===== src/i2cbm_pkg.sv =====
// Shared types and constants for the I2C bit-level master.
package i2cbm_pkg;

    localparam int unsigned HP_W = 8;

    localparam logic [HP_W-1:0] HALF_PERIOD_RESET = 8'h10;

    localparam logic [2:0] MODE_TICK       = 3'd0;
    localparam logic [2:0] MODE_START      = 3'd1;
    localparam logic [2:0] MODE_STOP       = 3'd2;
    localparam logic [2:0] MODE_WRITE      = 3'd3;
    localparam logic [2:0] MODE_READ_ACK   = 3'd4;
    localparam logic [2:0] MODE_READ_NOACK = 3'd5;

    localparam logic [3:0] BITS_PER_BYTE = 4'd8;

    typedef enum logic [3:0] {
        PH_IDLE   = 4'd0,
        PH_ST_A   = 4'd1,
        PH_ST_B   = 4'd2,
        PH_SP_A   = 4'd3,
        PH_SP_B   = 4'd4,
        PH_WR_LO  = 4'd5,
        PH_WR_HI  = 4'd6,
        PH_WA_LO  = 4'd7,
        PH_WA_HI  = 4'd8,
        PH_WA_END = 4'd9,
        PH_RD_LO  = 4'd10,
        PH_RD_HI  = 4'd11,
        PH_RA_1   = 4'd12,
        PH_RA_2   = 4'd13,
        PH_RA_3   = 4'd14
    } phase_t;

    // One input beat.
    typedef struct packed {
        logic [2:0] mode;
        logic [7:0] write_data;
        logic       sda_in;
    } cmd_t;

    // Handshake between input stage and engine.
    typedef struct packed {
        logic valid;
        logic advance;
    } stage_ctl_t;

endpackage


===== src/i2cbm_in_stage.sv =====
// Input register stage of the I2C bit-level master.
module i2cbm_in_stage
(
    input  logic                  clk,
    input  logic                  rst_n,
    input  logic                  in_valid,
    output logic                  in_stall,
    input  i2cbm_pkg::cmd_t       cmd_in,
    input  logic                  advance,
    output i2cbm_pkg::cmd_t       cmd_reg,
    output logic                  valid_reg
);

    logic load;

    // Stage is free when empty or when its beat moves on this cycle.
    assign load     = !valid_reg || advance;
    assign in_stall = !load;

    always_ff @(posedge clk or negedge rst_n)
    begin
        if (!rst_n)
        begin
            valid_reg <= 1'b0;
        end
        else if (load)
        begin
            valid_reg <= in_valid;
        end
    end

    always_ff @(posedge clk)
    begin
        if (load && in_valid)
        begin
            cmd_reg <= cmd_in;
        end
    end

endmodule


===== src/i2cbm_engine.sv =====
// Bus sequencer state and result register of the I2C bit-level master.
module i2cbm_engine
(
    input  logic                          clk,
    input  logic                          rst_n,
    input  logic [i2cbm_pkg::HP_W-1:0]    half_period,
    input  i2cbm_pkg::cmd_t               cmd,
    input  i2cbm_pkg::stage_ctl_t         ctl,
    output logic                          scl_out,
    output logic                          sda_out,
    output logic                          busy_res,
    output logic                          done_res
,   output logic [7:0]                    read_data,
    output logic                          ack_bit
);

    i2cbm_pkg::phase_t          phase_reg, phase_next;
    logic                       ack_cmd_reg, ack_cmd_next;
    logic [3:0]                 bit_reg, bit_next;
    logic [7:0]                 shift_reg, shift_next;
    logic [i2cbm_pkg::HP_W-1:0] wait_reg, wait_next;
    logic                       scl_reg, scl_next;
    logic                       sda_reg, sda_next;
    logic                       ack_reg, ack_next;
    logic [7:0]                 hold_reg, hold_next;
    logic                       done_reg, done_next;
    logic [i2cbm_pkg::HP_W-1:0] arm_ticks;
    logic                       fire;
    logic                       fin;
    logic [7:0]                 shifted;
    logic [3:0]                 bit_inc;

    assign fire      = ctl.valid && ctl.advance;
    // A setting of zero behaves as one tick.
    assign arm_ticks = (half_period == '0) ? {{(i2cbm_pkg::HP_W-1){1'b0}}, 1'b1} : half_period;
    assign bit_inc   = bit_reg + 4'd1;

    always_ff @(posedge clk or negedge rst_n)
    begin
        if (!rst_n)
        begin
            phase_reg   <= i2cbm_pkg::PH_IDLE;
            ack_cmd_reg <= 1'b0;
            bit_reg     <= '0;
            shift_reg   <= '0;
            wait_reg    <= '0;
            scl_reg     <= 1'b0;
            sda_reg     <= 1'b1;
            ack_reg     <= 1'b1;
            hold_reg    <= '0;
            done_reg    <= 1'b0;
        end
        else
        begin
            phase_reg   <= phase_next;
            ack_cmd_reg <= ack_cmd_next;
            bit_reg     <= bit_next;
            shift_reg   <= shift_next;
            wait_reg    <= wait_next;
            scl_reg     <= scl_next;
            sda_reg     <= sda_next;
            ack_reg     <= ack_next;
            hold_reg    <= hold_next;
            done_reg    <= done_next;
        end
    end

    always_comb
    begin
        phase_next   = phase_reg;
        ack_cmd_next = ack_cmd_reg;
        bit_next     = bit_reg;
        shift_next   = shift_reg;
        wait_next    = wait_reg;
        scl_next     = scl_reg;
        sda_next     = sda_reg;
        ack_next     = ack_reg;
        hold_next    = hold_reg;
        done_next    = done_reg;
        fin          = 1'b0;
        shifted      = '0;

        if (fire)
        begin
            done_next = 1'b0;
            if (cmd.mode == i2cbm_pkg::MODE_TICK)
            begin
                if (phase_reg != i2cbm_pkg::PH_IDLE)
                begin
                    if (wait_reg > {{(i2cbm_pkg::HP_W-1){1'b0}}, 1'b1})
                    begin
                        wait_next = wait_reg - {{(i2cbm_pkg::HP_W-1){1'b0}}, 1'b1};
                    end
                    else
                    begin
                        // Delay over: apply the line changes up to the next delay.
                        wait_next = arm_ticks;
                        case (phase_reg)
                            i2cbm_pkg::PH_ST_A:
                            begin
                                sda_next   = 1'b0;
                                phase_next = i2cbm_pkg::PH_ST_B;
                            end
                            i2cbm_pkg::PH_ST_B:
                            begin
                                scl_next = 1'b0;
                                fin      = 1'b1;
                            end
                            i2cbm_pkg::PH_SP_A:
                            begin
                                scl_next   = 1'b1;
                                phase_next = i2cbm_pkg::PH_SP_B;
                            end
                            i2cbm_pkg::PH_SP_B:
                            begin
                                sda_next = 1'b1;
                                fin      = 1'b1;
                            end
                            i2cbm_pkg::PH_WR_LO:
                            begin
                                scl_next   = 1'b1;
                                phase_next = i2cbm_pkg::PH_WR_HI;
                            end
                            i2cbm_pkg::PH_WR_HI:
                            begin
                                scl_next   = 1'b0;
                                shifted    = {shift_reg[6:0], 1'b0};
                                shift_next = shifted;
                                bit_next   = bit_inc;
                                if (bit_inc < i2cbm_pkg::BITS_PER_BYTE)
                                begin
                                    sda_next   = shifted[7];
                                    phase_next = i2cbm_pkg::PH_WR_LO;
                                end
                                else
                                begin
                                    sda_next   = 1'b1;
                                    phase_next = i2cbm_pkg::PH_WA_LO;
                                end
                            end
                            i2cbm_pkg::PH_WA_LO:
                            begin
                                scl_next   = 1'b1;
                                phase_next = i2cbm_pkg::PH_WA_HI;
                            end
                            i2cbm_pkg::PH_WA_HI:
                            begin
                                ack_next   = cmd.sda_in;
                                scl_next   = 1'b0;
                                phase_next = i2cbm_pkg::PH_WA_END;
                            end
                            i2cbm_pkg::PH_WA_END:
                            begin
                                fin = 1'b1;
                            end
                            i2cbm_pkg::PH_RD_LO:
                            begin
                                scl_next   = 1'b1;
                                phase_next = i2cbm_pkg::PH_RD_HI;
                            end
                            i2cbm_pkg::PH_RD_HI:
                            begin
                                shifted    = {shift_reg[6:0], cmd.sda_in};
                                shift_next = shifted;
                                scl_next   = 1'b0;
                                bit_next   = bit_inc;
                                if (bit_inc < i2cbm_pkg::BITS_PER_BYTE)
                                begin
                                    phase_next = i2cbm_pkg::PH_RD_LO;
                                end
                                else
                                begin
                                    hold_next  = shifted;
                                    sda_next   = !ack_cmd_reg;
                                    phase_next = i2cbm_pkg::PH_RA_1;
                                end
                            end
                            i2cbm_pkg::PH_RA_1:
                            begin
                                phase_next = i2cbm_pkg::PH_RA_2;
                            end
                            i2cbm_pkg::PH_RA_2:
                            begin
                                scl_next   = 1'b1;
                                phase_next = i2cbm_pkg::PH_RA_3;
                            end
                            i2cbm_pkg::PH_RA_3:
                            begin
                                // No-ack leaves SCL high; ack releases SDA.
                                scl_next = !ack_cmd_reg;
                                if (ack_cmd_reg)
                                begin
                                    sda_next = 1'b1;
                                end
                                fin = 1'b1;
                            end
                            default:
                            begin
                                fin = 1'b1;
                            end
                        endcase
                        if (fin)
                        begin
                            phase_next = i2cbm_pkg::PH_IDLE;
                            wait_next  = '0;
                            done_next  = 1'b1;
                        end
                    end
                end
            end
            else if (phase_reg == i2cbm_pkg::PH_IDLE &&
                     cmd.mode <= i2cbm_pkg::MODE_READ_NOACK)
            begin
                ack_cmd_next = (cmd.mode == i2cbm_pkg::MODE_READ_ACK);
                bit_next     = '0;
                wait_next    = arm_ticks;
                case (cmd.mode)
                    i2cbm_pkg::MODE_START:
                    begin
                        scl_next   = 1'b1;
                        sda_next   = 1'b1;
                        phase_next = i2cbm_pkg::PH_ST_A;
                    end
                    i2cbm_pkg::MODE_STOP:
                    begin
                        scl_next   = 1'b0;
                        sda_next   = 1'b0;
                        phase_next = i2cbm_pkg::PH_SP_A;
                    end
                    i2cbm_pkg::MODE_WRITE:
                    begin
                        shift_next = cmd.write_data;
                        sda_next   = cmd.write_data[7];
                        phase_next = i2cbm_pkg::PH_WR_LO;
                    end
                    default:
                    begin
                        shift_next = '0;
                        phase_next = i2cbm_pkg::PH_RD_LO;
                    end
                endcase
            end
        end
    end

    // State changes only when a beat moves into the result slot, so the
    // state registers double as the result register.
    assign scl_out   = scl_reg;
    assign sda_out   = sda_reg;
    assign busy_res  = (phase_reg != i2cbm_pkg::PH_IDLE);
    assign done_res  = done_reg;
    assign read_data = hold_reg;
    assign ack_bit   = ack_reg;

endmodule


===== src/i2cbm_out_ctl.sv =====
// Result slot valid tracking for the I2C bit-level master.
module i2cbm_out_ctl
(
    input  logic clk,
    input  logic rst_n,
    input  logic stage_valid,
    input  logic out_stall,
    output logic out_valid,
    output logic advance
);

    logic out_valid_reg, out_valid_next;

    // Slot can take a new beat when empty or being drained this cycle.
    assign advance = !out_valid_reg || !out_stall;

    always_comb
    begin
        out_valid_next = out_valid_reg;
        if (advance)
        begin
            out_valid_next = stage_valid;
        end
    end

    always_ff @(posedge clk or negedge rst_n)
    begin
        if (!rst_n)
        begin
            out_valid_reg <= 1'b0;
        end
        else
        begin
            out_valid_reg <= out_valid_next;
        end
    end

    assign out_valid = out_valid_reg;

endmodule


===== src/i2c_bit_level_master.sv =====
// Top level of the I2C bit-level master.
//
// Bit-level I2C master. Each input beat is either a command (start, stop,
// write byte, read then ack, read then no-ack) or a time tick carrying the
// sampled SDA pin; every accepted beat yields exactly one result beat with
// the driven SCL/SDA levels, busy, done, the last read byte and the last
// write acknowledge (0 = acked). Each delay phase of a command lasts
// half_period_ticks ticks (0 acts as 1, reset value 16). Commands sent
// while busy, and modes 6 and 7, leave the state untouched apart from
// clearing done, but still produce a result. Throughput is one beat per
// clock while out_stall is low; a beat passes the input register and then
// the sequencer, whose state registers also hold the result. A stall on
// the result side backs up into in_stall after the input register fills.
// The configuration register must only be written while no beat is in
// flight.
module i2c_bit_level_master
(
    input  logic       clk,
    input  logic       rst_n,
    input  logic       cfg_wr_en,
    input  logic [7:0] cfg_wr_data,
    input  logic       in_valid,
    output logic       in_stall,
    input  logic [2:0] mode,
    input  logic [7:0] write_data,
    input  logic       sda_in,
    output logic       out_valid,
    input  logic       out_stall,
    output logic       scl_out,
    output logic       sda_out,
    output logic       busy_res,
    output logic       done_res,
    output logic [7:0] read_data,
    output logic       ack_bit
);

    logic [i2cbm_pkg::HP_W-1:0] half_period_reg;
    i2cbm_pkg::cmd_t            cmd_in;
    i2cbm_pkg::cmd_t            cmd_reg;
    i2cbm_pkg::stage_ctl_t      ctl;
    logic                       stage_valid;
    logic                       advance;

    // Delay setting register.
    always_ff @(posedge clk or negedge rst_n)
    begin
        if (!rst_n)
        begin
            half_period_reg <= i2cbm_pkg::HALF_PERIOD_RESET;
        end
        else if (cfg_wr_en)
        begin
            half_period_reg <= cfg_wr_data;
        end
    end

    assign cmd_in.mode       = mode;
    assign cmd_in.write_data = write_data;
    assign cmd_in.sda_in     = sda_in;

    i2cbm_in_stage u_in_stage
    (
        .clk       (clk),
        .rst_n     (rst_n),
        .in_valid  (in_valid),
        .in_stall  (in_stall),
        .cmd_in    (cmd_in),
        .advance   (advance),
        .cmd_reg   (cmd_reg),
        .valid_reg (stage_valid)
    );

    i2cbm_out_ctl u_out_ctl
    (
        .clk         (clk),
        .rst_n       (rst_n),
        .stage_valid (stage_valid),
        .out_stall   (out_stall),
        .out_valid   (out_valid),
        .advance     (advance)
    );

    assign ctl.valid   = stage_valid;
    assign ctl.advance = advance;

    // Sequencer: one state step per beat moved into the result slot.
    i2cbm_engine u_engine
    (
        .clk         (clk),
        .rst_n       (rst_n),
        .half_period (half_period_reg),
        .cmd         (cmd_reg),
        .ctl         (ctl),
        .scl_out     (scl_out),
        .sda_out     (sda_out),
        .busy_res    (busy_res),
        .done_res    (done_res),
        .read_data   (read_data),
        .ack_bit     (ack_bit)
    );

endmodule

===== config.mk =====
export PLATFORM = sky130hd
export DESIGN_NAME = i2c_bit_level_master
export DESIGN_NICKNAME = d
export VERILOG_FILES = /design/src/i2cbm_pkg.sv /design/src/i2cbm_in_stage.sv /design/src/i2cbm_engine.sv /design/src/i2cbm_out_ctl.sv /design/src/i2c_bit_level_master.sv
export SDC_FILE = /design/constraint.sdc
export NUM_CORES = 1
export LEC_CHECK = 0
export CAP_MARGIN = 15
export CORE_ASPECT_RATIO = 0.5
export CORE_MARGIN = 2
export CORE_UTILIZATION = 65
export CTS_BUF_LIST = sky130_fd_sc_hd__clkbuf_8
export DETAILED_ROUTE_END_ITERATION = 10
export DONT_BUFFER_PORTS = 1
export GPL_ROUTABILITY_DRIVEN = 0
export PLACE_DENSITY = 0.81
export RECOVER_POWER = 100
export SLEW_MARGIN = 20
export SYNTH_ARGS = -nofsm -noshare
export SYNTH_HDL_FRONTEND = slang
export SYNTH_HIERARCHICAL = 1
export SYNTH_SLANG_ARGS = --single-unit

===== constraint.sdc =====
create_clock -name clk -period 2.6 [get_ports clk]
set_clock_uncertainty 0.15 [all_clocks]
set_input_delay 0.39 -clock clk [delete_from_list [all_inputs] [get_ports clk]]
set_output_delay 0.39 -clock clk [all_outputs]
set_load 0.05 [all_outputs]

Word level (Yosys, flattened, before mapping):

Index checks and enable logic that the tools add are counted.

* reduce and logical (&&, ||, !) cells: 31
* eq/ne operators: 27
* bitwise logic cells: 3
* muxes and demuxes: 50
* magnitude comparators: 3
* add/sub/neg operators: 2

Operator list (number)
* two-way mux 8 bit: 6
* two-way mux 4 bit: 10
* one-hot mux 4 bit (10 select lines): 1
* two-way mux 7 bit: 4
* one-hot mux 7 bit (2 select lines): 2
* == test 4 bit (second input constant): 6
* two-way mux 1 bit: 20
* AND reduction 6 bit: 3
* == test 4 x 3 -> 1 bit (second input constant): 4
* AND reduction 5 bit: 3
* inequality test 12 bit (second input constant): 1
* one-hot mux 4 bit (3 select lines): 1
* OR reduction 10 bit: 1
* == test 4 x 2 -> 1 bit (second input constant): 2
* > comparator 8 x 1 -> 1 bit (second input constant): 1
* zero test 8 bit: 1
* AND reduction 8 bit: 1
* nonzero test 4 bit: 2
* subtractor 8 x 1 -> 8 bit (second input constant): 1
* == test 3 x 2 -> 1 bit (second input constant): 2
* inequality test 2 bit (second input constant): 3
* inequality test 3 bit (second input constant): 2
* inequality test 6 bit (second input constant): 1
* one-hot mux 1 bit (3 select lines): 2
* 25 further kinds: 36

* output and inout port bits: 15
* bits of input ports: 25
* bits in registers: 58
* logic and storage cells: 132

Depth between registers and ports, before layout:

Gate-level depths: netlist (run 1).

* depth in word-level cells: 11
* depth in mapped cells: 9
* gate-level depth less buffers: 7

Hierarchy:

Netlist (run 1), hierarchy kept.

By module, submodules not included
* i2cbm_engine: area an instance 2234.6 µm², cells an instance 244, times used 1
* i2cbm_in_stage: area an instance 417.9 µm², cells an instance 17, times used 1
* i2c_bit_level_master: area an instance 332.8 µm², cells an instance 17, times used 1
* i2cbm_out_ctl: area an instance 36.3 µm², cells an instance 3, times used 1

Worst setup path after synthesis (run 1):

No wires, ideal clock.

* kind: reg-to-reg
* from: reg u_engine.phase_reg[1]
* to: reg u_engine.sda_reg (netlist: u_engine/sda_out)
* slack: 143 ps
* cell stages (with the launch flop): 8
* required time: 2368 ps
* buffers on the path: 1
* data arrival time: 2224 ps
* setup time: 82 ps
* cell sequence: dfrtp_1 or4_4 nand3b_4 o21a_4 or2_1 buf_2 nor3_2 mux2_2

* elaborated cells between the ends (all ways): 18

RTL lines
* start: declaration: RTL line i2cbm_engine.sv:17 `i2cbm_pkg::phase_t phase_reg, phase_next;`
* start signal: assignment: RTL line i2cbm_engine.sv:42 `phase_reg <= i2cbm_pkg::PH_IDLE;`
* start signal: assignment: RTL line i2cbm_engine.sv:55 `phase_reg <= phase_next;`
* nonzero test 4 bit
* net busy_res: RTL line i2c_bit_level_master.sv:31 `output logic busy_res,`
* inequality test 2 bit (no line)
* AND reduction 8 bit (no line)
* end signal: assignment: RTL line i2cbm_engine.sv:61 `sda_reg <= sda_next;`
* end: declaration: RTL line i2cbm_engine.sv:23 `logic sda_reg, sda_next;`

The timed path passes the listed nets, and every way through them passes these cells. The select of a mux whose other input is x is not followed.
A chain may end at the register's enable or synchronous reset.

Worst setup path in the final report (run 1):

* from: reg u_engine.phase_reg[0]
* to: reg u_engine.shift_reg[3]

* longest elaborated chain between the ends: 4
* elaborated cells between the ends (all ways): 9

RTL lines
* parallel branches: the longest is 3 deep, another holds == test 4 x 3 -> 1 bit
* AND reduction 6 bit (no line) (*)
* end signal: assignment: RTL line i2cbm_engine.sv:58 `shift_reg <= shift_next;`
* end: declaration: RTL line i2cbm_engine.sv:20 `logic [7:0] shift_reg, shift_next;`

Every way passes the cells marked *.

==> metrics.txt, run 1 <==
status finished clean; R2R Path Start u_engine/phase_reg[0]$_DFFE_PN0P_; WL per Instance 19.2 um; Avg Vias per Cell 6.51; number of synthesized register bits 58; DR iter-0 viols between 200 and 250; worst-path fanout max 7; minimum clock period 2.45 ns; Worst-path clk slew roughly 0.060 ns; GRT busiest layer met2; Rel. slew slack 0.231; CP startpoint kind flip-flop; RSZ-0062 raised after global routing false; post-synthesis sequential area ratio 0.501; VDD IR max 489 uV; Root Driver clkbuf_8; die footprint around 0.0052 mm^2; most common cell after layout, fill and taps aside dfrtp_1; reg2reg setup slack about 0.15 ns; GR met3 Demand/Resource 0.112; total wire length roughly 7000 um; Worst Hold End u_in_stage/valid_reg$_DFFE_PN0P_; largest cells by area after synthesis dfrtp_1 36%, edfxtp_1 12%, mux2_2 6.3%; Syn Std Cell Area between 0.003 and 0.004 mm^2; met2 usage 0.497; share of post-route cells with drive strength above 1 0.170; type of the most critical hold path in -> reg; reg2reg end u_engine/shift_reg[3]$_DFFE_PN0P_; Slew Viols, Final 0; Hold Startpoint in_valid; total power 2480 uW; # setup viols final 0; Fmax around 0.4 GHz; First-pass DRT Iterations 5; EDFF count, synth 12; cell count after synthesis 281; area share of the largest cell type after synthesis 0.356; CTS max path bufs 2; TritonCTS clock tree done; Yosys top cell by area dfrtp_1; commonest non-fill, non-tap cells in the layout 43 x dfrtp_1, 25 x nor2_1, 24 x nand2_1; Final Hold Viols 0; total grt overflow 0; Core Util, Final 0.773; Data arrival, critical path ~2.5 ns; largest net degree at the start of global routing 47; FF-to-FF path depth 6; vias around 2,400; Std-Cell Rows 17; number of library cell types mapped by synthesis 56; Primary FF master, synth dfrtp_1; ys async rst share 0.793; DP HPWL about 4500 um; Boundary Pins 40; Layout Nets between 300 and 400; I/O Buffers 0; Leak roughly 0.0015 uW; Layout Area Growth over Synthesis 13.2%; vias in the first global route 2,335; worst path required time between 2 and 3 ns; Ant. Diodes 0; worst hold stages 1; max_cap viols 0; Largest register FFs 12; ratio of final minimum period to clock period 0.943; worst setup path category reg -> reg; Die Height about 52 um; CTS Buf Count 9; core region area ~0.0044 mm^2; Clock Latency Late Sink between 0.3 and 0.4 ns; Setup TNS 0 ns; initial antenna violation count 0; GRT Total Usage 0.310; clk sinks between 50 and 60; Cell Pwr Density between 700 and 800 mW/mm^2; GRT met1 Usage 0.388; Initial Util 0.683; Mean Syn Cell Area around 11 um^2; Syn Nets 309; DR DRC count 0; CP Capture Type flip-flop; Final ANT Viol Nets 0; htree depth 3; Horiz. Die Dim about 100 um; yosys warns 6; first-pass GRT wire length around 12,000 um; slew at the pin closest to its max-slew limit approximately 1.2 ns
-- power breakdown --
group	total, uW	internal (uW)	switching [uW]
combinational	517	213	304
clock	820	460	360
sequential	1140	1030	115
-- stage by stage --
stage	cells	cell area, um^2	hold slack, ns	setup slack [ns]
2_1_floorplan	281	3020	-0.0556	0.143
3_5_place_dp	336	3120	-0.0544	0.0948
6_report	368	3420	0.0150	0.149
5_1_grt	368	3420	0.000271	0.0276
3_3_place_gp	336	3120	-0.0546	0.198
4_1_cts	366	3470	0.00170	0.0812
-- area by class of cell --
class                   count  area [um^2]
multi-input cells         201         1380
clock buffers              10          138
flip-flops and latches     58         1520
repair buffers             29          235
clock inverters             6         57.6
fillers                   277         1000
inverters                   7         26.3
well taps                  57         71.3
-- routing by layer --
layer / up-vias / part of all wire / wire, um
li1: 1080 / - / -
met1: 1163 / 0.41 / 2860
met2: 131 / 0.47 / 3320
met3: 23 / 0.096 / 680
met4: 0 / 0.027 / 187
met5: - / 0 / 0
-- worst max path at each step --
stage | from | end | slack, ns | cells after the start
after detailed placement | u_engine/wait_reg[0]$_DFFE_PN0P_ | u_engine/read_data[5]$_DFFE_PN0P_ | 0.09 | 7
after floorplan | u_engine/phase_reg[1]$_DFFE_PN0P_ | u_engine/sda_out$_DFFE_PN1P_ | 0.14 | 7
after global placement | u_in_stage/cmd_reg[11]$_DFFE_PP_ | u_engine/read_data[0]$_DFFE_PN0P_ | 0.20 | 6
final | u_engine/phase_reg[0]$_DFFE_PN0P_ | u_engine/shift_reg[3]$_DFFE_PN0P_ | 0.15 | 6
after CTS | u_engine/wait_reg[0]$_DFFE_PN0P_ | u_engine/read_data[5]$_DFFE_PN0P_ | 0.08 | 7
after global routing | u_engine/phase_reg[1]$_DFFE_PN0P_ | u_engine/wait_reg[5]$_DFFE_PN0P_ | 0.03 | 7
-- cell usage after synthesis (all sizes together), types with 2 or more instances --
master  instances
mux2i           2
nor4            3
a22oi           2
a22o            7
clkbuf          8
dfrtp          43
a32o            2
o22a            2
or4             3
mux2           25
a21boi          3
inv             7
nor3b           2
o21ai          14
ha              3
dfstp           3
edfxtp         12
and2            3
o21a            5
buf             7
a31oi           7
and3            4
nand3           5
or3             2
nand2          24
nor3           14
a211oi          5
nand3b          2
xnor2           3
nor2           25
nor2b           2
nand2b          5
a21oi          13
o22ai           3
-- kinds of logic (layout without fill, tap and decap cells) --
family | count (synthesis) | in the layout | share of synthesized area
muxes | 27 | 27 | 0.110
and+or+nand+nor | 96 | 96 | 0.172
AOI/OAI and AO/OA | 71 | 71 | 0.161
buffers and inverters | 22 | 52 | 0.0323
xor gates and xnor gates | 4 | 4 | 0.0116
adders and majority gates | 3 | 3 | 0.0124
DFF | 58 | 58 | 0.501
-- repair_timing --
item	4_1_cts	5_1_grt
buffers inserted	0	2
endpoints found under the hold margin	58	0
gates resized for setup	0	2
hold buffers	14	0
setup endpoints to repair	0	11
-- critical path, stage by stage, from the launching register on --
cell and delay (ns):
dfrtp_1 0.45, or4_4 0.57, nand3b_4 0.19, o21a_4 0.15, nor3_4 0.30, o21ai_2 0.21
mux2_2 0.32
Power figures use the tool's default switching activity.
==> run 2: changes to the inputs <==
Settings changed: CORE_ASPECT_RATIO 0.5 to 1.2.
==> run 2 against run 1 <==
Net effect: sequential power is essentially flat; combinational power grew 2%; die area shrank 0.58%; critical path depth grew 2; first-iteration DRC count shrank 8.5%; global-route usage shrank 0.47 points; flip-flop and latch count is the same; clock power grew 15%; power grew 4.6%; sequential share of layout area shrank 0.32 points; hold slack gained 0.014 ns; setup slack gained 0.067 ns; critical endpoint is now u_engine/wait_reg[2]$_DFFE_PN0P_.
==> metrics.txt, run 2 (synthesized netlist as in run 1, its figures left out) <==
status finished clean; power share of the clock group 0.362 (+0.031); Placed Instance Area 0.00314 mm^2 (+0.76%); GR met3 Demand/Resource 0.0637 (-0.0483); Cell Pwr Density 753 mW/mm^2 (+3.8%); Setup TNS 0 ns (unchanged); Slowest cell on crit path o211ai_1; largest net degree at the start of global routing 47 (unchanged); total grt overflow 0 (unchanged); share of post-route cells with drive strength above 1 0.167 (-0.00375); RSZ-0062 raised after global routing false; Net Sw Frac 0.294 (-0.0200); clk sinks 58 (unchanged); commonest non-fill, non-tap cells in the layout 43 x dfrtp_1, 25 x nor2_1, 24 x nand2_1; part of the power in registers 0.435 (-0.026); CTS Buf Count 9 (unchanged); P_sw 763 uW (-2.1%); DR iter-0 viols 214 (-8.5%); worst-path fanout max 9 (+2); GRT Total Usage 0.305 (-0.00468); Final Hold Viols 0 (unchanged); max incr delay on CP 0.47 ns (-0.10 ns); number of setup buffers added after CTS 0 (unchanged); # setup viols final 0 (unchanged); hold_ws 0.0292 ns (+0.0142 ns); Final ANT Viol Nets 0 (unchanged); DP HPWL 4600 um (+2.4%); Avg Vias per Cell 6.35 (-2.5%); I/O Buffers 0 (unchanged); Slew Viols, Final 0 (unchanged); post-layout worst setup margin 0.217 ns (+0.0672 ns); minimum clock period 2.38 ns (-0.0672 ns); Leak 0.00148 uW (+0.51%); GRT met1 Usage 0.392 (+0.00391); Worst-path clk slew 0.07 ns (about the same); total wire length 7100 um (+0.62%); Post-CTS Resized 0 (unchanged); WL per Instance 19.2 um (about the same); max_cap viols 0 (unchanged); CTS max path bufs 2 (unchanged); Ant. Diodes 0 (unchanged); Die Height 78.7 um (+51%); Fmax 0.420 GHz (+2.8%); critical-path cell list inv_1 -> ha_1 -> o211ai_1 -> o21ai_0 -> clkbuf_2 -> and2_0 -> o21a_1 -> o22a_1; most common cell after layout, fill and taps aside dfrtp_1; DR DRC count 0 (unchanged); TritonCTS clock tree done; ratio of final minimum period to clock period 0.917 (-0.0258); slew at the pin closest to its max-slew limit 1.12 ns (-0.0285 ns); Logic pwr share 0.203 (-0.005); Std-Cell Rows 27 (+10); Data arrival, critical path 2.46 ns (-0.06 ns); Initial Util 0.667 (-0.0155); type of the most critical hold path in -> reg; Final Cell Area 0.00345 mm^2 (+0.73%); CP startpoint kind flip-flop; Rel. slew slack 0.250 (+0.0190); internal power 1830 uW (+7.6%); htree depth 3 (unchanged); first-pass GRT wire length 11,800 um (-0.35%); CP Capture Type flip-flop; Layout Area Growth over Synthesis 14.0%; worst path required time 2.68 ns (about the same); First-pass DRT Iterations 5 (unchanged); Largest register FFs 12 (unchanged); met2 usage 0.479 (-0.0176); worst setup path category reg -> reg; Horiz. Die Dim 66.2 um (-34%); vias 2,350 (-2.0%); Root Driver clkbuf_8; pre-CTS setup slack 0.283 ns (+0.188 ns); GRT busiest layer met2; Layout Nets 335 (+0.30%); Boundary Pins 40 (unchanged); Clock Latency Late Sink 0.34 ns (about the same); die footprint 0.00521 mm^2 (-0.58%); initial antenna violation count 0 (unchanged); core region area 0.00453 mm^2 (+2.3%); VDD IR max 637 uV (+30%); vias in the first global route 2,354 (+0.81%)
-- run 2: critical path: cells and delay by family (launching register included) --
family                   cells  cell delay [ns]
buffers and inverters        2             0.30
AO/OA/AOI/OAI                4             1.00
adder cells (fa/ha/maj)      1             0.25
AND/OR/NAND/NOR              1             0.21
flip-flops                   1             0.38
-- run 2: cell type report --
type / count / area (um^2)
repair buffers: 30 / 239
well taps: 58 / 72.6
fillers: 300 / 1080
clock buffers: 11 / 151
multi-input cells: 201 / 1360
flip-flops and latches: 58 / 1520
inverters: 7 / 26.3
clock inverters: 5 / 77.6
-- run 2: routing by layer --
layer  share of wire  routed length, um  vias to the layer above
met5               0                  0                        -
met4           0.033                233                        0
met3           0.061                435                       24
met2            0.51               3590                      114
met1            0.40               2830                     1130
li1                -                  -                     1082
-- run 2: repair_timing --
| action | CTS | global route |
|---|---|---|
| hold endpoints to repair | 58 | 0 |
| hold buffers | 14 | 0 |
| setup endpoints to repair | 0 | 0 |
-- run 2: per-stage QoR --
step                       util  cells  power (uW)
after floorplan               -    281        1520
after global placement    0.694    340        1620
after detailed placement  0.694    340        1640
after CTS                 0.780    370        2610
after global routing      0.761    370        2710
final                     0.761    370        2590
-- run 2: power by group through the flow --
stage | Clock [uW] | Sequential (uW) | Combinational, uW
global route | 991 | 1140 | 583
finish | 939 | 1130 | 527
global placement | 0 | 1140 | 488
detailed placement | 0 | 1150 | 496
floorplan | 0 | 1120 | 397
CTS | 945 | 1130 | 534
-- run 2: path summary, 6_finish.rpt --
path	slack (ns)	endpoint	depth (start not counted)	start
hold reg to reg	0.35	half_period_reg[0]$_DFFE_PN0P_	1	half_period_reg[0]$_DFFE_PN0P_
setup reg to reg	0.22	u_engine/wait_reg[2]$_DFFE_PN0P_	8	u_engine/wait_reg[1]$_DFFE_PN0P_
hold / removal	0.03	u_out_ctl/out_valid$_DFFE_PN0P_	1	out_stall
setup / recovery	0.22	u_engine/wait_reg[2]$_DFFE_PN0P_	8	u_engine/wait_reg[1]$_DFFE_PN0P_
max in group asynchronous	0.95	u_engine/bit_reg[1]$_DFFE_PN0P_	2	rst_n
min in group asynchronous	0.66	u_engine/wait_reg[6]$_DFFE_PN0P_	2	rst_n
